<file path="src/rtl/uvs_pkg.sv">
// Shared types, constants and arithmetic helpers for the UV sphere vertex generator.
`timescale 1ns / 1ps

package uvs_pkg;

	localparam int CNT_W      = 11;
	localparam int IDX_W      = 11;
	localparam int POS_W      = 16;
	localparam int TEX_W      = 17;
	localparam int CRN_W      = 21;
	localparam int CFG_IDX_W  = 2;
	localparam int ANG_W      = 20;
	localparam int QW         = 22;
	localparam int MAG_W      = 31;
	localparam int SIN_LAT    = 7;
	localparam int SIDE_LAT   = QW + 1 + SIN_LAT + 1;
	localparam int TEX_LAT    = SIN_LAT + 2;
	localparam int QUEUE_DEPTH_DEF = 2;

	localparam int MAX_DIVISIONS = 1024;
	localparam logic [CNT_W-1:0] MIN_SLICES = 11'd3;
	localparam logic [CNT_W-1:0] MIN_STACKS = 11'd2;

	localparam logic [CNT_W-1:0] SLICE_RESET = 11'd32;
	localparam logic [CNT_W-1:0] STACK_RESET = 11'd16;

	localparam logic [CFG_IDX_W-1:0] REG_SLICE_COUNT = 2'd0;
	localparam logic [CFG_IDX_W-1:0] REG_STACK_COUNT = 2'd1;

	localparam logic [ANG_W-1:0] QUARTER_TURN = 20'h40000;
	localparam logic [MAG_W-1:0] ONE_Q30      = 31'h4000_0000;

	// Taylor terms of sin(pi/2 * t), Q30
	localparam logic [MAG_W-1:0] SIN_C0 = 31'd1686629713;
	localparam logic [MAG_W-1:0] SIN_C1 = 31'd693598668;
	localparam logic [MAG_W-1:0] SIN_C2 = 31'd85569306;
	localparam logic [MAG_W-1:0] SIN_C3 = 31'd5026995;
	localparam logic [MAG_W-1:0] SIN_C4 = 31'd172272;

	typedef struct packed {
		logic             in_range;
		logic             quad_valid;
		logic [CRN_W-1:0] corner_a;
		logic [CRN_W-1:0] corner_b;
		logic [CRN_W-1:0] corner_c;
		logic [CRN_W-1:0] corner_d;
	} side_t;

	typedef struct packed {
		logic [IDX_W-1:0] slice;
		logic [CNT_W-1:0] slices;
		logic [IDX_W-1:0] stack;
		logic [CNT_W-1:0] stacks;
		side_t            side;
	} req_t;

	function automatic logic [CNT_W-1:0] clamp_count(input logic [CNT_W-1:0] v,
		input logic [CNT_W-1:0] lo);
		logic [CNT_W-1:0] r;
		if (v < lo) r = lo;
		else if (v > CNT_W'(MAX_DIVISIONS)) r = CNT_W'(MAX_DIVISIONS);
		else r = v;
		return r;
	endfunction

	// Q30 product, rounded to nearest
	function automatic logic [MAG_W-1:0] mul_q30(input logic [MAG_W-1:0] a,
		input logic [MAG_W-1:0] b);
		logic [2*MAG_W:0] pr;
		pr = ({32'd0, a} * {32'd0, b}) + (63'd1 << 29);
		return pr[60:30];
	endfunction

	// saturate a magnitude to Q15 and apply the sign
	function automatic logic signed [POS_W-1:0] sat_sign(input logic [17:0] m,
		input logic neg);
		logic [POS_W-1:0] s;
		s = (m > 18'd32767) ? 16'd32767 : m[POS_W-1:0];
		if (neg) s = 16'd0 - s;
		return signed'(s);
	endfunction

endpackage

</file>
<file path="src/rtl/uvs_queue.sv">
// Short request queue between the front end and the compute pipeline.
`timescale 1ns / 1ps

module uvs_queue #(
	parameter int DEPTH = uvs_pkg::QUEUE_DEPTH_DEF
) (
	input  logic          clk,
	input  logic          arst_n,
	input  logic          push,
	input  uvs_pkg::req_t wdata,
	input  logic          pop,
	output logic          full,
	output logic          empty,
	output uvs_pkg::req_t rdata
);
	import uvs_pkg::*;

	localparam int AW = $clog2(DEPTH);

	req_t              mem_q [DEPTH];
	logic [AW-1:0]     wr_q;
	logic [AW-1:0]     rd_q;
	logic [AW:0]       cnt_q;
	logic              do_pop;

	assign full   = (cnt_q == (AW+1)'(DEPTH));
	assign empty  = (cnt_q == '0);
	assign do_pop = pop && !empty;
	assign rdata  = mem_q[rd_q];

	always_ff @(posedge clk or negedge arst_n) begin
		if (!arst_n) begin
			wr_q  <= '0;
			rd_q  <= '0;
			cnt_q <= '0;
		end else begin
			if (push) begin
				wr_q <= (wr_q == AW'(DEPTH-1)) ? '0 : wr_q + 1'b1;
			end
			if (do_pop) begin
				rd_q <= (rd_q == AW'(DEPTH-1)) ? '0 : rd_q + 1'b1;
			end
			if (push && !do_pop) cnt_q <= cnt_q + 1'b1;
			else if (!push && do_pop) cnt_q <= cnt_q - 1'b1;
		end
	end

	always_ff @(posedge clk) begin
		if (push) begin
			mem_q[wr_q] <= wdata;
		end
	end

endmodule

</file>
<file path="config.mk">
export PLATFORM = sky130hd
export DESIGN_NAME = uvs_queue
export DESIGN_NICKNAME = d
export VERILOG_FILES = /design/src/rtl/uvs_pkg.sv /design/src/rtl/uvs_queue.sv
export SDC_FILE = /design/constraint.sdc
export NUM_CORES = 1
export LEC_CHECK = 0
export BUFFER_PORTS_ARGS = -buffer_cell sky130_fd_sc_hd__buf_2
export CORE_UTILIZATION = 50
export CTS_CLUSTER_SIZE = 40
export DETAILED_ROUTE_END_ITERATION = 8
export GPL_ROUTABILITY_DRIVEN = 1
export PLACE_DENSITY_LB_ADDON = 0.2
export SLEW_MARGIN = 20
export SYNTH_ARGS = -nofsm -noshare
export SYNTH_HDL_FRONTEND = slang
export SYNTH_SLANG_ARGS = --single-unit
export TNS_END_PERCENT = 30
</file>
<file path="constraint.sdc">
create_clock -name clk -period 8.7 [get_ports clk]
set_input_delay 0.435 -clock clk [delete_from_list [all_inputs] [get_ports clk]]
set_output_delay 0.435 -clock clk [all_outputs]
set_load 0.01 [all_outputs]
</file>
==> results of run 1 <==
-- cells by family (layout without fill, tap and decap cells) --
family | count (synthesis) | in the layout | synth area share
DFF | 264 | 264 | 0.795
buffers and inverters | 15 | 321 | 0.0148
xor gates and xnor gates | 5 | 5 | 0.00440
AOI/OAI and AO/OA | 1 | 1 | 0.000503
and+or+nand+nor | 5 | 5 | 0.00264
adders and majority gates | 1 | 1 | 0.00126
muxes | 130 | 130 | 0.181
other | 0 | 1 | 0
-- cells in the final DEF, fill, tap and decap left out, types with 2 or more instances in the layout --
cell	n
buf_2	265
edfxtp_1	260
mux2_4	90
mux2_2	40
clkbuf_16	27
clkinv_1	8
clkinv_2	6
clkbuf_1	6
buf_4	5
xor2_1	3
dfrtp_1	3
nor2_1	2
xnor2_1	2
bufinv_16	2
-- layer usage --
metal / vias up / part of all wire / GRT usage
li1: 2250 / - / -
met1: 2315 / 0.41 / 0.210
met2: 187 / 0.48 / 0.272
met3: 29 / 0.094 / 0.0570
met4: 4 / 0.016 / 0.0430
met5: - / 0.0013 / 0
-- worst paths after layout --
| path | end | slack (ns) | depth (start not counted) |
|---|---|---|---|
| max | rdata[119] | 5.66 | 3 |
| min | mem_q[1][111] | 0.10 | 1 |
| max reg2reg | mem_q[0][122] | 6.17 | 3 |
| min reg2reg | cnt_q[1] | 0.51 | 1 |
| max in group asynchronous | rd_q | 8.30 | 2 |
| min in group asynchronous | rd_q | 0.27 | 2 |
-- per-stage QoR --
| stage | cells | hold slack (ns) |
|---|---|---|
| 6_report | 993 | 0.104 |
| 5_1_grt | 992 | 0.0876 |
| 4_1_cts | 992 | 0.0831 |
| 3_5_place_dp | 941 | 0.246 |
| 3_3_place_gp | 941 | 0.240 |
| 2_1_floorplan | 421 | 0.139 |
-- final cells by class --
type                       count  area [um^2]  share of cell area
multi-input combinational    142         1900               0.154
timing repair buffer         271         1370               0.111
clock inverter                17          129              0.0104
clock buffer                  33          698              0.0566
antenna                        1         2.50            0.000203
tap                          265          332              0.0269
sequential                   264         7910               0.641
-- Yosys cell counts (all sizes together) --
cell type / count / share of area
xnor2: 2 / 0.0018
o21ai: 1 / 0.00050
buf: 15 / 0.015
edfxtp: 260 / 0.79
ha: 1 / 0.0013
nor2b: 2 / 0.0013
mux2: 130 / 0.18
dfrtp: 4 / 0.010
nor2: 2 / 0.00076
xor2: 3 / 0.0026
and2: 1 / 0.00063
-- power groups by stage --
stage          combinational, W  clock (W)  sequential (W)
3_5_place_dp            0.00122          0         0.00181
6_report                0.00120    0.00106         0.00178
3_3_place_gp            0.00120          0         0.00179
5_1_grt                 0.00129    0.00114         0.00180
4_1_cts                 0.00122    0.00109         0.00178
2_1_floorplan          0.000877          0         0.00180
-- sequential cells by signal, indices dropped and copies added (netlist names) --
| signal | cells |
|---|---|
| rd_q | 1 |
| cnt_q | 2 |
| mem_q | 260 |
| wr_q | 1 |
-- repair_timing --
item	4_1_cts	5_1_grt
endpoints found under the hold margin	4	0
hold buffers	1	0
buffers inserted	0	0
==> results by group, run 1 <==
Placed design
  • Placed Area: 11500 um^2
  • # port buffers: between 200 and 300
  • Dpl ws: roughly 6.0 ns
  • DP HPWL: 11.3 mm
  • Final GP Congestion: about 0.74

Cells and area
  • Layout cell share with drive strength beyond 1: 0.604
  • Fillers: 1385
  • Nets: 841
  • Final Instance Area: 12300 um^2
  • Final core occ: 0.634
  • Synth-to-Final Area Change: 24.1%

Synth
  • Mean Syn Cell Area: 23.6 um^2
  • Area of the mapped netlist: 9940 um^2
  • Register area share after synthesis: 0.795
  • Netlist cell types: 14
  • Yosys warning count: 0
  • Yosys reg bits: 264
  • Gate Count Post-Synth: roughly 420
  • Syn nets: 556

Critical path
  • Crit start category: flop
  • Critical path's slowest cell: buf_4
  • R2r startpoint: wr_q
  • Crit-path cells: buf_4, mux2_2, buf_2
  • Worst path top cell family by delay: buffers and inverters
  • Critical path class: reg -> out
  • WP data required: 8.27 ns
  • Crit path buf inv count: 2
  • CP Launch Point: rd_q
  • CP Capture Type: primary output
  • CP peak stage delay: slightly above 0.8 ns
  • CP Data Arrival Time: approximately 2.6 ns
  • Crit-path max FO: 55

Pwr
  • Pwr dens: 327 nW/um^2
  • Logic pwr share: 0.297
  • Switching portion of total power: 0.276
  • Worst vdd ir: around 210 uV
  • NetSw: between 0.001 and 0.0015 W
  • Clock network power share: 0.263
  • Cell Int Power: 0.00292 W
  • Pwr Total: a little over 0.004 W
  • Seq pwr share: 0.440
  • Pleak: 4.91 nW

Die
  • Core area: around 19000 um^2
  • # rows: 51
  • Top Ports: 266
  • Initial Util: 0.511
  • Die ar.: 20500 um^2
  • Die H: roughly 140 um
  • Die width: between 100 and 150 um

CTS
  • Clock H-tree levels: 1
  • CTS tree: done
  • Sink Count: approximately 260
  • Root buffer cell: clkbuf_16
  • Clk Latency, worst-skew pair: 0.51 ns
  • Cts repair resizes: 0
  • Clk slew on worst S/H paths: roughly 0.06 ns
  • Num CTS Buffers: 27
  • Bufs on Longest Clock Path: 3

Timing
  • Max Clock Freq: 329 MHz
  • Fin crit period: 3.04 ns
  • Max-slew headroom: 0.371
  • Final worst slack: 5.66 ns
  • Slew Limit Fails: 0
  • RSZ-0062 raised after global routing: no
  • Least-Margin Pin Slew: 0.943 ns
  • Final period utilization: 0.350
  • Final Skew: 0.00693 ns
  • Setup_tns: 0 ns
  • Final setup viols: 0
  • Hold Vio Cnt, Final: 0

Drt
  • Routed WL: 17.3 mm
  • DR pass1 iterations: 4
  • Routed len/inst: 17.5 um
  • Via density: 4.82
  • DR vias: 4785
  • Drt drc: 0
  • Post-DRT Antenna Nets: 0
  • Initial DRC count: 191

GRT
  • Grt ovf: 0
  • Largest net degree at the start of global routing: 68
  • Number of global-route vias before repair: between 4000 and 5000
  • Global-route wire length before repair: around 26 mm
  • Gr usage total: 0.165
  • Initial antenna violation count: 3

Run
  • Max Cap Violations: 0

Min path
  • HP Start: wdata[111]
  • Hold Path Class: in -> reg

Run status
  • Status: completed
Note: power is estimated with default switching activity, not from simulation.
==> inputs of run 2 (changes only) <==
==> constraint.sdc (replaced) <==
create_clock -name clk -period 2.8 [get_ports clk]
set_input_delay 0.14 -clock clk [delete_from_list [all_inputs] [get_ports clk]]
set_output_delay 0.14 -clock clk [all_outputs]
set_load 0.01 [all_outputs]
==> results by group, run 2 (same netlist as run 1, synthesis figures left out) <==
Run status
  • Status: completed

Min path
  • Hold Path Class: in -> reg

Critical path
  • Setup slack, reg-to-reg: 1.05 ns
  • Critical path's slowest cell: dfrtp_4
  • CP peak stage delay: roughly 0.87 ns
  • CP Capture Type: primary output
  • Crit-path cells: buf_4, mux2_2, buf_2
  • CP Data Arrival Time: 2.29 ns
  • Critical path class: reg -> out
  • Worst path top cell family by delay: flip-flops
  • WP data required: 2.66 ns
  • Crit start category: flop
  • Crit path buf inv count: 2
  • Crit-path max FO: 39

Timing
  • Max-slew headroom: 0.540
  • Final setup viols: 0
  • RSZ-0062 raised after global routing: no
  • Final worst slack: ~0.37 ns
  • Final period utilization: 0.867
  • Slew Limit Fails: 0
  • Max Clock Freq: slightly above 400 MHz
  • Hold Vio Cnt, Final: 0
  • Least-Margin Pin Slew: 0.690 ns
  • Final Skew: 0.00761 ns
  • Fin crit period: 2.43 ns

CTS
  • Clk Latency, worst-skew pair: about 0.52 ns
  • Num CTS Buffers: 27
  • Root buffer cell: clkbuf_16
  • Bufs on Longest Clock Path: 3
  • Clk slew on worst S/H paths: 0.06 ns
  • Clock H-tree levels: 1
  • CTS tree: done
  • Post-CTS Setup Repair Bufs: 0
  • Sink Count: between 200 and 300

Cells and area
  • Synth-to-Final Area Change: 38.0%
  • Layout cell share with drive strength beyond 1: 0.511
  • Final Instance Area: 13700 um^2
  • Biggest register: mem_q
  • Number of flip-flops in the largest register: 260
  • Top Registers: mem_q: 260 flops, cnt_q: 2 flops
  • Most frequent cells in the layout: buf_2 (265), edfxtp_1 (260), dlygate4sd3_1 (134)
  • Nets: a little under 1000
  • Commonest non-fill, non-tap cell in the layout: buf_2

Drt
  • DR pass1 iterations: 4
  • DR vias: 5418
  • Drt drc: 0
  • Initial DRC count: 214
  • Via density: 4.82
  • Routed WL: 19.9 mm
  • Post-DRT Antenna Nets: 0
  • Routed len/inst: 17.7 um

Die
  • Core area: 19500 um^2
  • Die ar.: 20500 um^2
  • Die H: 143 um
  • Initial Util: 0.511
  • # rows: 51
  • Top Ports: 266
  • Die width: around 140 um

GRT
  • Largest net degree at the start of global routing: 50
  • Gr usage total: 0.192
  • Initial antenna violation count: 1
  • Grt ovf: 0
  • Global-route wire length before repair: 29.4 mm
  • Number of global-route vias before repair: 5860

Placed design
  • # port buffers: 265
  • Dpl ws: 0.910 ns
  • DP HPWL: 11.8 mm
  • Placed Area: 11600 um^2
  • Final GP Congestion: 0.723

Pwr
  • Worst vdd ir: 586 uV
  • Pwr dens: 929 nW/um^2
  • Pleak: 5.48 nW

Run
  • Max Cap Violations: 0
-- run 2: cell types whose count changed in the layout (fill, tap and decap cells not counted), sizes merged --
cell         previous run  this run
dlygate4sd3             1       134
clkinv                 14         8
buf                   270       275
bufinv                  2         1
clkbuf                 33        34
-- run 2: what timing repair did --
item,CTS,global route
hold buffers,134,0
hold endpoints to repair,266,0
gates resized for setup,0,0
-- run 2: metal layers --
layer / part of all wire / GRT usage / up-vias
met5: 0 / 0 / -
met3: 0.069 / 0.0520 / 52
met1: 0.38 / 0.214 / 2639
met4: 0.029 / 0.0815 / 0
li1: - / - / 2520
met2: 0.52 / 0.343 / 207
-- run 2: final cells by class --
cell class,instances,area (um^2)
multi-input combinational,142,1900
fill,1244,5740
tap,265,332
clock inverter,10,71.3
clock buffer,34,702
timing repair buffer,409,2810
sequential,264,7910
antenna,1,2.50
-- run 2: report_power, final --
part | total (W) | internal [W] | switching [W] | leakage (nW)
registers | 0.00559 | 0.00525 | 0.000337 | 2.49
logic | 0.00397 | 0.00208 | 0.00188 | 2.61
clock network | 0.00319 | 0.00184 | 0.00135 | 0.377
-- run 2: stage by stage --
step / std cells / util / power (W) / hold WS (ns) / TNS, ns
final: 1125 / 0.705 / 0.0127 / 0.345 / 0
after global routing: 1125 / 0.705 / 0.0133 / 0.318 / 0
after CTS: 1124 / 0.705 / 0.0129 / 0.319 / 0
after detailed placement: 946 / 0.596 / 0.00950 / -0.0511 / 0
after global placement: 946 / 0.596 / 0.00941 / -0.0541 / 0
after floorplan: 421 / - / 0.00826 / -0.156 / -143.58
-- run 2: path summary, 6_finish.rpt --
kind,startpoint,endpoint,cells past startpoint
setup reg to reg,wr_q,mem_q[1][63],2
max in group asynchronous,arst_n,rd_q,3
hold reg to reg,cnt_q[1],cnt_q[1],1
hold / removal,wdata[4],mem_q[1][4],2
setup / recovery,rd_q,rdata[127],3
min in group asynchronous,arst_n,wr_q,3
