<file path="src/rtl/uvs_pkg.sv">
// Shared types, constants and arithmetic helpers for the UV sphere vertex generator.
`timescale 1ns / 1ps

package uvs_pkg;

	localparam int CNT_W      = 11;
	localparam int IDX_W      = 11;
	localparam int POS_W      = 16;
	localparam int TEX_W      = 17;
	localparam int CRN_W      = 21;
	localparam int CFG_IDX_W  = 2;
	localparam int ANG_W      = 20;
	localparam int QW         = 22;
	localparam int MAG_W      = 31;
	localparam int SIN_LAT    = 7;
	localparam int SIDE_LAT   = QW + 1 + SIN_LAT + 1;
	localparam int TEX_LAT    = SIN_LAT + 2;
	localparam int QUEUE_DEPTH_DEF = 2;

	localparam int MAX_DIVISIONS = 1024;
	localparam logic [CNT_W-1:0] MIN_SLICES = 11'd3;
	localparam logic [CNT_W-1:0] MIN_STACKS = 11'd2;

	localparam logic [CNT_W-1:0] SLICE_RESET = 11'd32;
	localparam logic [CNT_W-1:0] STACK_RESET = 11'd16;

	localparam logic [CFG_IDX_W-1:0] REG_SLICE_COUNT = 2'd0;
	localparam logic [CFG_IDX_W-1:0] REG_STACK_COUNT = 2'd1;

	localparam logic [ANG_W-1:0] QUARTER_TURN = 20'h40000;
	localparam logic [MAG_W-1:0] ONE_Q30      = 31'h4000_0000;

	// Taylor terms of sin(pi/2 * t), Q30
	localparam logic [MAG_W-1:0] SIN_C0 = 31'd1686629713;
	localparam logic [MAG_W-1:0] SIN_C1 = 31'd693598668;
	localparam logic [MAG_W-1:0] SIN_C2 = 31'd85569306;
	localparam logic [MAG_W-1:0] SIN_C3 = 31'd5026995;
	localparam logic [MAG_W-1:0] SIN_C4 = 31'd172272;

	typedef struct packed {
		logic             in_range;
		logic             quad_valid;
		logic [CRN_W-1:0] corner_a;
		logic [CRN_W-1:0] corner_b;
		logic [CRN_W-1:0] corner_c;
		logic [CRN_W-1:0] corner_d;
	} side_t;

	typedef struct packed {
		logic [IDX_W-1:0] slice;
		logic [CNT_W-1:0] slices;
		logic [IDX_W-1:0] stack;
		logic [CNT_W-1:0] stacks;
		side_t            side;
	} req_t;

	function automatic logic [CNT_W-1:0] clamp_count(input logic [CNT_W-1:0] v,
		input logic [CNT_W-1:0] lo);
		logic [CNT_W-1:0] r;
		if (v < lo) r = lo;
		else if (v > CNT_W'(MAX_DIVISIONS)) r = CNT_W'(MAX_DIVISIONS);
		else r = v;
		return r;
	endfunction

	// Q30 product, rounded to nearest
	function automatic logic [MAG_W-1:0] mul_q30(input logic [MAG_W-1:0] a,
		input logic [MAG_W-1:0] b);
		logic [2*MAG_W:0] pr;
		pr = ({32'd0, a} * {32'd0, b}) + (63'd1 << 29);
		return pr[60:30];
	endfunction

	// saturate a magnitude to Q15 and apply the sign
	function automatic logic signed [POS_W-1:0] sat_sign(input logic [17:0] m,
		input logic neg);
		logic [POS_W-1:0] s;
		s = (m > 18'd32767) ? 16'd32767 : m[POS_W-1:0];
		if (neg) s = 16'd0 - s;
		return signed'(s);
	endfunction

endpackage

</file>
<file path="src/rtl/uvs_front.sv">
// Front end: takes requests, clamps the grid counts, classifies the point, builds corner indices.
`timescale 1ns / 1ps

module uvs_front (
	input  logic                     clk,
	input  logic                     arst_n,
	input  logic                     start,
	input  logic [uvs_pkg::IDX_W-1:0] stack_index,
	input  logic [uvs_pkg::IDX_W-1:0] slice_index,
	input  logic [uvs_pkg::CNT_W-1:0] slice_cnt,
	input  logic [uvs_pkg::CNT_W-1:0] stack_cnt,
	input  logic                     full,
	output logic                     busy,
	output logic                     push,
	output uvs_pkg::req_t            req
);
	import uvs_pkg::*;

	logic             v_s1;
	req_t             req_s1;
	req_t             req_c;
	logic             take;
	logic [CNT_W-1:0] slices;
	logic [CNT_W-1:0] stacks;
	logic [CNT_W-1:0] row_len;
	logic [2*CNT_W-1:0] prod;
	logic [CRN_W-1:0] ca;
	logic [CRN_W-1:0] cc;
	logic             inr;
	logic             qv;

	assign busy = v_s1 && full;
	assign take = start && !busy;
	assign push = v_s1 && !full;
	assign req  = req_s1;

	always_comb begin
		slices  = clamp_count(slice_cnt, MIN_SLICES);
		stacks  = clamp_count(stack_cnt, MIN_STACKS);
		row_len = slices + 11'd1;
		inr     = (stack_index <= stacks) && (slice_index <= slices);
		qv      = (stack_index < stacks) && (slice_index < slices);
		prod    = {11'd0, stack_index} * {11'd0, row_len};
		ca      = CRN_W'(prod + {11'd0, slice_index});
		cc      = ca + {10'd0, row_len};
		req_c.slice  = slice_index;
		req_c.slices = slices;
		req_c.stack  = stack_index;
		req_c.stacks = stacks;
		req_c.side.in_range   = inr;
		req_c.side.quad_valid = qv;
		req_c.side.corner_a   = inr ? ca : '0;
		req_c.side.corner_b   = qv ? ca + 21'd1 : '0;
		req_c.side.corner_c   = qv ? cc : '0;
		req_c.side.corner_d   = qv ? cc + 21'd1 : '0;
	end

	always_ff @(posedge clk or negedge arst_n) begin
		if (!arst_n) begin
			v_s1 <= 1'b0;
		end else if (take) begin
			v_s1 <= 1'b1;
		end else if (!full) begin
			v_s1 <= 1'b0;
		end
	end

	always_ff @(posedge clk) begin
		if (take) begin
			req_s1 <= req_c;
		end
	end

endmodule

</file>
<file path="config.mk">
export PLATFORM = sky130hd
export DESIGN_NAME = uvs_front
export DESIGN_NICKNAME = d
export VERILOG_FILES = /design/src/rtl/uvs_pkg.sv /design/src/rtl/uvs_front.sv
export SDC_FILE = /design/constraint.sdc
export NUM_CORES = 1
export LEC_CHECK = 0
export BUFFER_PORTS_ARGS = -buffer_cell sky130_fd_sc_hd__buf_4
export CAP_MARGIN = 40
export CORE_ASPECT_RATIO = 0.9
export CORE_MARGIN = 4
export CORE_UTILIZATION = 52
export DETAILED_ROUTE_END_ITERATION = 10
export HOLD_SLACK_MARGIN = 0.02
export PLACE_DENSITY_LB_ADDON = 0.12
export SLEW_MARGIN = 15
export SYNTH_ARGS = -nofsm -noshare
export SYNTH_HDL_FRONTEND = slang
export SYNTH_SLANG_ARGS = --single-unit
</file>
<file path="constraint.sdc">
create_clock -name clk -period 6.7 [get_ports clk]
set_clock_uncertainty 0.05 [all_clocks]
set_input_delay 0.67 -clock clk [delete_from_list [all_inputs] [get_ports clk]]
set_output_delay 0.67 -clock clk [all_outputs]
set_load 0.02 [all_outputs]
</file>
==> metrics, run 1 <==
top flip-flop cell by instance count after synthesis sky130_fd_sc_hd__edfxtp_1; final number of max-transition violations 0; DRT antenna net count 0; unrepaired setup endpoints after global routing yes; post-synth top area cell sky130_fd_sc_hd__edfxtp_1; post-CTS clock slew at the launch and capture registers of the worst setup and hold paths 70 ps; CTS sink cnt 131; Worst Max-Slew Pin Slew 746 ps; number of top-level design ports 180; share of layout cells above drive strength 1 0.449; vias in the first global route 10600; post-synthesis share of cell area spent on full adders, half adders and majority gates 0.270; Cells after Synth 1095; mux share of post-synthesis cell area 0.00181; fraction of post-synthesis cell area in the top cell type by area 0.354; vertical die dimension 146 um; accumulated negative setup slack -50750 ps; dominant cell by count in the synthesized netlist sky130_fd_sc_hd__inv_1; input/output buffers 179; floorplan die area 0.0236 mm^2; number of cell rows 50; Synth Net Count 1327; main combinational cell family by area after synthesis adder cells; count of unique library cells instantiated by Yosys 64; routability-driven placement congestion ratio 0.907; worst-case headroom to the max-slew limit 0.502; Setup violations, final 46; number of antenna violations at the first check in global routing 0; maximum number of pins on one net before global-route repair 74; number of optimization iterations in the first detailed-route pass 5; starting DRC count in detailed routing 761; total overflow reported by the global router 0; vias per inst 5.45; area of the core 0.0208 mm^2; Final Hold Viols 0; # H-tree levels 4; area fraction in and, or, nand and nor cells after synthesis 0.162; commonest cells in the synthesized netlist sky130_fd_sc_hd__inv_1 (168), sky130_fd_sc_hd__edfxtp_1 (130), sky130_fd_sc_hd__nand2_1 (120), sky130_fd_sc_hd__nor2_1 (98), sky130_fd_sc_hd__ha_1 (93); worst hold slack 389 ps; insertion delay to the later sink of the worst-skew pair 430 ps; area grow syn2layout 52.9%; Setup crit end kind flop; class of the tightest hold or removal check input pin to flop; maxcap violations 0; violated checks negative setup slack; peak fanout along the critical path 5; average footprint of a synthesized cell 10.1 um^2; xor-xnor portion of the synthesized cell area 0.0595; critical path start-end classification input pin to flop; share of flip-flops with an asynchronous set or reset 0.00763; number of buffers added by the clock tree synthesis step 17; highest clock rate 0.113 GHz; synth top area cells sky130_fd_sc_hd__edfxtp_1 (35%), sky130_fd_sc_hd__fa_1 (17%), sky130_fd_sc_hd__ha_1 (11%); Cell Count, Final, Fillers Out 1865; complex-gate fraction of the synthesized area 0.0791; count of state elements after synthesis 131; Period Utilization, post-route 1.32; first-pass GRT wire length 53.3 mm; Clock Tree Root sky130_fd_sc_hd__clkbuf_16; Avg WL per Cell 18.8 um; Post-Place Cells 1761; Final Worst Setup Slack -2140 ps; number of enable flip-flop cells after synthesis 130; CP most frequent cell sky130_fd_sc_hd__buf_6; starting density of the core 0.530; Slowest Stage Delay on Critical Path 560 ps; Synth warnings 0; count of antenna diodes in the layout 0; HPWL after detailed placement 22.7 mm; arrival time of data at the critical path endpoint 8970 ps; status finished, violations left; clock buffer depth 2; cell area after synthesis 0.0110 mm^2; DRC violation count after routing 0; die width 162 um; total via count after detailed routing 10200; TritonCTS clock tree built; all-layer global routing usage 0.284; number of nets in the finished design 1798; proportion of synthesized chip area in sequential cells 0.356; worst path required time 6830 ps; Routed WL 35.0 mm; CP startpoint kind input pin; post-route minimum period 8840 ps; Crit-path slowest cell sky130_fd_sc_hd__fa_2
==> worst paths after layout <==
kind	slack (ps)	depth (start not counted)	startpoint	end
max	-2140	41	slice_cnt[4]	req[17]$_SDFFCE_PN0P_
max reg2reg	4270	5	v_s1$_DFFE_PN0P_	req[129]$_DFFE_PP_
min in group asynchronous	500	2	arst_n	v_s1$_DFFE_PN0P_
min	390	1	slice_index[7]	req[126]$_DFFE_PP_
min reg2reg	650	2	v_s1$_DFFE_PN0P_	v_s1$_DFFE_PN0P_
max in group asynchronous	6020	2	arst_n	v_s1$_DFFE_PN0P_
==> logic make-up after synthesis <==
| group | count (synthesis) |
|---|---|
| and+or+nand+nor | 371 |
| buffers and inverters | 209 |
| adders and majority gates | 184 |
| DFF | 131 |
| AOI/OAI and AO/OA | 123 |
| xor gates and xnor gates | 75 |
| muxes | 2 |
==> routing by layer <==
metal | GRT usage | share of wire | vias up
met2 | 0.505 | 0.51 | 463
met1 | 0.341 | 0.39 | 5012
li1 | - | - | 4579
met4 | 0.113 | 0.038 | 0
met5 | 0 | 0 | -
met3 | 0.0517 | 0.065 | 119
==> worst max-delay path, delay by kind of cell <==
family                   cells  cell delay, ps
AO/OA/AOI/OAI                5            1030
XOR/XNOR                     3             470
adder cells (fa/ha/maj)      8            2870
buffers and inverters       10            1060
multiplexers                 1             270
AND/OR/NAND/NOR             14            2540
==> cell usage in the layout (no fill, tap or decap), types with 9 or more instances in the layout <==
master and count:
sky130_fd_sc_hd__a21o_1 12, sky130_fd_sc_hd__edfxtp_1 130, sky130_fd_sc_hd__nand2_2 10, sky130_fd_sc_hd__ha_1 76, sky130_fd_sc_hd__inv_1 152, sky130_fd_sc_hd__buf_6 45, sky130_fd_sc_hd__nor3_1 9, sky130_fd_sc_hd__fa_1 87
sky130_fd_sc_hd__clkbuf_16 17, sky130_fd_sc_hd__ha_4 15, sky130_fd_sc_hd__and2_1 47, sky130_fd_sc_hd__o21ai_0 12, sky130_fd_sc_hd__xor2_1 15, sky130_fd_sc_hd__a21oi_1 15, sky130_fd_sc_hd__nor2_1 79, sky130_fd_sc_hd__nand2_1 108
sky130_fd_sc_hd__nand4_1 9, sky130_fd_sc_hd__buf_4 442, sky130_fd_sc_hd__xnor2_2 19, sky130_fd_sc_hd__and2_4 10, sky130_fd_sc_hd__nor2_4 9, sky130_fd_sc_hd__nand3_1 13, sky130_fd_sc_hd__xnor2_1 30, sky130_fd_sc_hd__nor2_2 10
sky130_fd_sc_hd__inv_2 16
==> state kept, by name (all words and copies together), names as in the netlist <==
| signal | cells |
|---|---|
| v_s1 | 1 |
| req | 130 |
==> area by class of cell <==
type	count	area [um^2]
multi-input combinational	755	7460
fill	1179	3960
sequential	131	3930
timing repair buffer	491	3900
inverter	170	638
clock buffer	17	425
tap	286	358
clock inverter	15	169
==> metrics by stage <==
stage | setup WS [ps] | area (um^2) | util
final | -2140 | 16900 | 0.810
after global routing | -2400 | 16900 | 0.810
after CTS | -1990 | 16500 | 0.791
after detailed placement | -2490 | 14900 | 0.714
after global placement | -2270 | 14900 | 0.713
after floorplan | -2170 | 11600 | -
==> what timing repair did <==
action	in CTS	in global routing
setup endpoints to repair	49	51
gates resized for setup	130	53
hold buffers	1	0
pin swaps	80	63
hold endpoints to repair	1	0
setup buffers	60	17
Power of run 1 is left out: the tool's default activity adds up to more than one toggle a clock period on the data nets, which glitch-free logic cannot reach.
==> run 2: changes to the inputs <==
Clock period 6.7 ns to 9.55 ns, I/O delays scaled along.
==> run 2 against run 1 <==
  * Via count decreased by 16%
  * Die area stayed put
  * Non-clock buffer count decreased by 244
  * The run now ends clean
  * Global-route usage is 4.9 points lower
  * Setup slack better by 2600 ps
  * Largest cell class unchanged
  * Sequential share of layout area rose by 5.2 points
  * Count of clock-buffer cells in the layout grew 3
  * Hold slack got worse by 150 ps
  * Wire length fell by 24%
  * First-iteration DRC count shrank 30%
  * Cell count decreased by 13%
  * Critical path depth fell by 6
==> metrics, run 2 (same netlist as run 1, synthesis figures left out) <==
Slowest Stage Delay on Critical Path 550 ps; reported net switching power 2.35 mW; Largest register FFs 130; Comb power frac 0.704; floorplan die area 0.0236 mm^2; Crit-path slowest cell sky130_fd_sc_hd__fa_1; peak ir drop on the vdd network 0.336 mV; Global Route met2 Usage 0.402; worst path required time 9680 ps; all-layer global routing usage 0.235; status completed; CP most frequent cell sky130_fd_sc_hd__inv_1; routability-driven placement congestion ratio 0.899; class of the tightest hold or removal check input pin to asynchronous set/reset pin; TritonCTS clock tree built; vias in the first global route 9006; Period Utilization, post-route 0.955; crit path from slice_cnt[6]; filler cell count in the final layout 1663; final number of max-transition violations 0; peak fanout along the critical path 6; number of buffers added by the clock tree synthesis step 17; Setup violations, final 0; total overflow reported by the global router 0; vertical die dimension 146 um; number of top-level design ports 180; reg-to-reg critical path startpoint v_s1$_DFFE_PN0P_; share of layout cells above drive strength 1 0.222; total via count after detailed routing 8551; switching part of the total 0.448; GR met1 Demand/Resource 0.302; area of the core 0.0208 mm^2; first-pass GRT wire length 44.6 mm; starting density of the core 0.530; Power Density 380 mW/mm^2; footprint of the multi-input gates 0.00639 mm^2; most common cell after layout, fill and taps aside sky130_fd_sc_hd__buf_4; maximum number of pins on one net before global-route repair 68; Setup crit end kind flop; DRC violation count after routing 0; cell area reported after detailed placement 0.0131 mm^2; relative contribution of the clock network to total power 0.129; worst hold slack 243 ps; CTS sink cnt 131; clock buffer depth 2; final design instance area without fill 0.0138 mm^2; number of antenna violations at the first check in global routing 0; vias per inst 5.28; insertion delay to the later sink of the worst-skew pair 420 ps; DRT antenna net count 0; HPWL after detailed placement 20.7 mm; die width 162 um; Routed WL 26.7 mm; starting DRC count in detailed routing 530; # H-tree levels 4; post-route minimum period 9120 ps; global routing met3 resource utilization 0.0539; Flop pwr share 0.167; post-CTS clock slew at the launch and capture registers of the worst setup and hold paths 60 ps; input/output buffers 179; Final Hold Viols 0; critical path start-end classification input pin to flop; cell leakage power 6.44 nW; worst-case headroom to the max-slew limit 0.463; CP startpoint kind input pin; Storage cell area 0.00393 mm^2; highest clock rate 0.110 GHz; area grow syn2layout 25.0%; number of nets in the finished design 1554; Worst Max-Slew Pin Slew 805 ps; sum of buffers and inverters on the critical path 8; number of optimization iterations in the first detailed-route pass 6; most used cells in the layout excluding fill and tap cells sky130_fd_sc_hd__buf_4 (246), sky130_fd_sc_hd__inv_1 (168), sky130_fd_sc_hd__edfxtp_1 (130); maxcap violations 0; hold-fix buffers at CTS 0; Clock Tree Root sky130_fd_sc_hd__clkbuf_16; internal power 2.89 mW; Top Family by Delay on Critical Path adder cells; busiest metal layer after global routing met2; number of cell rows 50; arrival time of data at the critical path endpoint 9250 ps; Avg WL per Cell 16.5 um; count of antenna diodes in the layout 0
==> run 2: cell types whose count changed in the layout (fill, tap and decap cells not counted), sizes merged <==
cell	change
bufinv	+1
clkinvlp	-1
dlygate4sd3	-1
clkbuf	+3
buf	-243
inv	-6
clkinv	+3
==> run 2: routing by layer <==
| layer | share of wire | up-vias |
|---|---|---|
| met5 | 0 | - |
| met4 | 0.017 | 0 |
| met3 | 0.071 | 41 |
| met2 | 0.50 | 272 |
| met1 | 0.41 | 4146 |
| li1 | - | 4092 |
==> run 2: path summary, 6_finish.rpt <==
kind / to / slack (ps) / cells after the start
setup / recovery: req[20]$_SDFFCE_PN0P_ / 430 / 35
hold / removal: v_s1$_DFFE_PN0P_ / 240 / 1
setup reg to reg: req[117]$_DFFE_PP_ / 7230 / 5
hold reg to reg: v_s1$_DFFE_PN0P_ / 640 / 2
max in group asynchronous: v_s1$_DFFE_PN0P_ / 9130 / 1
min in group clk: v_s1$_DFFE_PN0P_ / 640 / 2
==> run 2: metrics by stage <==
step                setup TNS, ps  power [mW]  cells   util  worst slack, ps
finish                          0        5.24   1621  0.662              434
global route                 -107        5.72   1621  0.662            -60.7
CTS                             0        5.18   1617  0.658              247
detailed placement           -130        4.47   1585  0.629             -103
global placement                0        4.41   1585  0.629             53.4
floorplan                       0        3.28   1095      -             42.6
==> run 2: worst reg2reg max path, stage by stage (launching register included) <==
cell and delay [ps]:
sky130_fd_sc_hd__dfrtp_1 360, sky130_fd_sc_hd__and2_1 180, sky130_fd_sc_hd__nor2b_4 110, sky130_fd_sc_hd__buf_4 600, sky130_fd_sc_hd__buf_4 330, sky130_fd_sc_hd__buf_16 280
==> run 2: power groups by stage <==
| stage | Combinational [mW] | Sequential [mW] | Clock [mW] |
|---|---|---|---|
| final | 3.69 | 0.875 | 0.677 |
| after global routing | 4.12 | 0.888 | 0.710 |
| after CTS | 3.62 | 0.877 | 0.688 |
| after detailed placement | 3.58 | 0.887 | 0 |
| after global placement | 3.53 | 0.888 | 0 |
| after floorplan | 2.24 | 1.03 | 0 |
==> run 2: final cells by class <==
class | count | share of cell area
Multi-Input combinational cell | 755 | 0.463
Sequential cell | 131 | 0.285
Timing Repair Buffer | 247 | 0.136
Inverter | 170 | 0.0463
Clock buffer | 20 | 0.0324
Tap cell | 286 | 0.0259
Clock inverter | 12 | 0.0113
==> run 2: timing repair <==
| item | in CTS | in global routing |
|---|---|---|
| setup endpoints to repair | 0 | 5 |
| buffers inserted | 0 | 3 |
| gates resized for setup | 0 | 8 |
No activity file was read; power rests on OpenSTA's default activity.
==> run 3: changes to the inputs <==
Settings changed: PLACE_DENSITY set to 0.72, PLACE_DENSITY_LB_ADDON 0.12 to not set.
==> run 3 against run 2 <==
  * Non-clock buffer count fell by 5
  * First-iteration DRC count rose by 10%
  * Largest cell class unchanged
  * Sequential share of layout area rose by 0.16 points
  * Wire length fell by 1.9%
  * Hold slack improved by 12 ps
  * Setup slack got worse by 32 ps
  * Flip-flop and latch count did not move
==> metrics, run 3 (same netlist as run 1, synthesis figures left out) <==
number of buffers added by the clock tree synthesis step 17; CTS sink cnt 131; die width 162 um; final number of max-transition violations 0; vias per inst 5.27; maxcap violations 0; number of cell rows 50; Clock Tree Root sky130_fd_sc_hd__clkbuf_16; HPWL after detailed placement 20.5 mm; Slowest Stage Delay on Critical Path 540 ps; Power Density 376 mW/mm^2; number of optimization iterations in the first detailed-route pass 5; critical path start-end classification input pin to flop; starting density of the core 0.530; post-CTS clock slew at the launch and capture registers of the worst setup and hold paths 60 ps; Routed WL 26.2 mm; first-pass GRT wire length 44.2 mm; Crit-path slowest cell sky130_fd_sc_hd__or4_1; insertion delay to the later sink of the worst-skew pair 410 ps; Final Hold Viols 0; worst path required time 9680 ps; worst-case headroom to the max-slew limit 0.494; Period Utilization, post-route 0.958; all-layer global routing usage 0.232; CP most frequent cell sky130_fd_sc_hd__inv_1; status completed; area grow syn2layout 24.2%; total via count after detailed routing 8519; routability-driven placement congestion ratio 0.914; Worst Max-Slew Pin Slew 750 ps; worst hold slack 255 ps; arrival time of data at the critical path endpoint 9270 ps; number of top-level design ports 180; filler cell count in the final layout 1687; area of the core 0.0208 mm^2; count of antenna diodes in the layout 0; cell leakage power 6.38 nW; footprint of the multi-input gates 0.00640 mm^2; CP startpoint kind input pin; most used cells in the layout excluding fill and tap cells sky130_fd_sc_hd__buf_4 (241), sky130_fd_sc_hd__inv_1 (168), sky130_fd_sc_hd__edfxtp_1 (130); post-route minimum period 9150 ps; vertical die dimension 146 um; DRC violation count after routing 0; class of the tightest hold or removal check input pin to asynchronous set/reset pin; most common cell after layout, fill and taps aside sky130_fd_sc_hd__buf_4; number of nets in the finished design 1549; Setup crit end kind flop; TritonCTS clock tree built; highest clock rate 0.109 GHz; total overflow reported by the global router 0; Setup violations, final 0; clock buffer depth 2; input/output buffers 179; vias in the first global route 8906; starting DRC count in detailed routing 585; maximum number of pins on one net before global-route repair 60; floorplan die area 0.0236 mm^2; DRT antenna net count 0; share of layout cells above drive strength 1 0.221; Pwr Total 5.15 mW; Avg WL per Cell 16.2 um; Largest register FFs 130; # H-tree levels 4; number of antenna violations at the first check in global routing 0; peak fanout along the critical path 5; Storage cell area 0.00393 mm^2; peak ir drop on the vdd network 0.331 mV
run 3: routing by layer:
layer  GRT usage  wire length (um)  vias to the layer above
li1            -                 -                     4080
met1       0.302             11100                     4132
met2       0.398             13000                      274
met3      0.0457              1670                       33
met4      0.0644               416                        0
met5           0                 0                        -
run 3: final timing paths:
path	start	to	slack (ps)	cells past startpoint
worst min-delay path	arst_n	v_s1$_DFFE_PN0P_	250	1
worst max-delay path	slice_cnt[6]	req[20]$_SDFFCE_PN0P_	400	35
worst max register to register	v_s1$_DFFE_PN0P_	req[126]$_DFFE_PP_	7220	5
max in group asynchronous	arst_n	v_s1$_DFFE_PN0P_	9110	1
min in group clk	v_s1$_DFFE_PN0P_	v_s1$_DFFE_PN0P_	650	2
worst min register to register	v_s1$_DFFE_PN0P_	v_s1$_DFFE_PN0P_	650	2
run 3: final cells by class:
type,count,area share
clock buffer,18,0.0313
clock inverter,14,0.00931
inverter,170,0.0465
multi-input combinational,755,0.466
sequential,131,0.286
tap,286,0.0261
timing repair buffer,242,0.134
run 3: metrics by stage:
stage	instance area [um^2]	std cells	util	setup TNS, ps	setup WS (ps)
CTS	13600	1612	0.655	0	243
finish	13700	1616	0.658	0	402
global placement	13100	1579	0.627	0	52.1
global route	13700	1616	0.658	-166	-71.8
detailed placement	13100	1580	0.628	-122	-105
floorplan	11100	1095	-	0	42.6
run 3: repair_timing:
item,4_1_cts,5_1_grt
hold buffers,0,0
buffers inserted,0,4
endpoints found under the hold margin,0,0
setup endpoints to repair,0,5
gates resized for setup,0,10
run 3: worst max-delay path: cells and delay by family:
family | cells | cell delay, ps
mux | 1 | 230
simple gates | 11 | 2780
compound gates | 6 | 1300
xor+xnor | 1 | 190
buf+inv | 8 | 710
fa+ha+maj | 8 | 3110
run 3: power by group:
| group | leakage [nW] | internal [mW] | switching (mW) | total [mW] |
|---|---|---|---|---|
| Sequential | 1.29 | 0.836 | 0.0359 | 0.872 |
| Clock | 0.263 | 0.361 | 0.260 | 0.621 |
| Combinational | 4.84 | 1.62 | 2.04 | 3.66 |
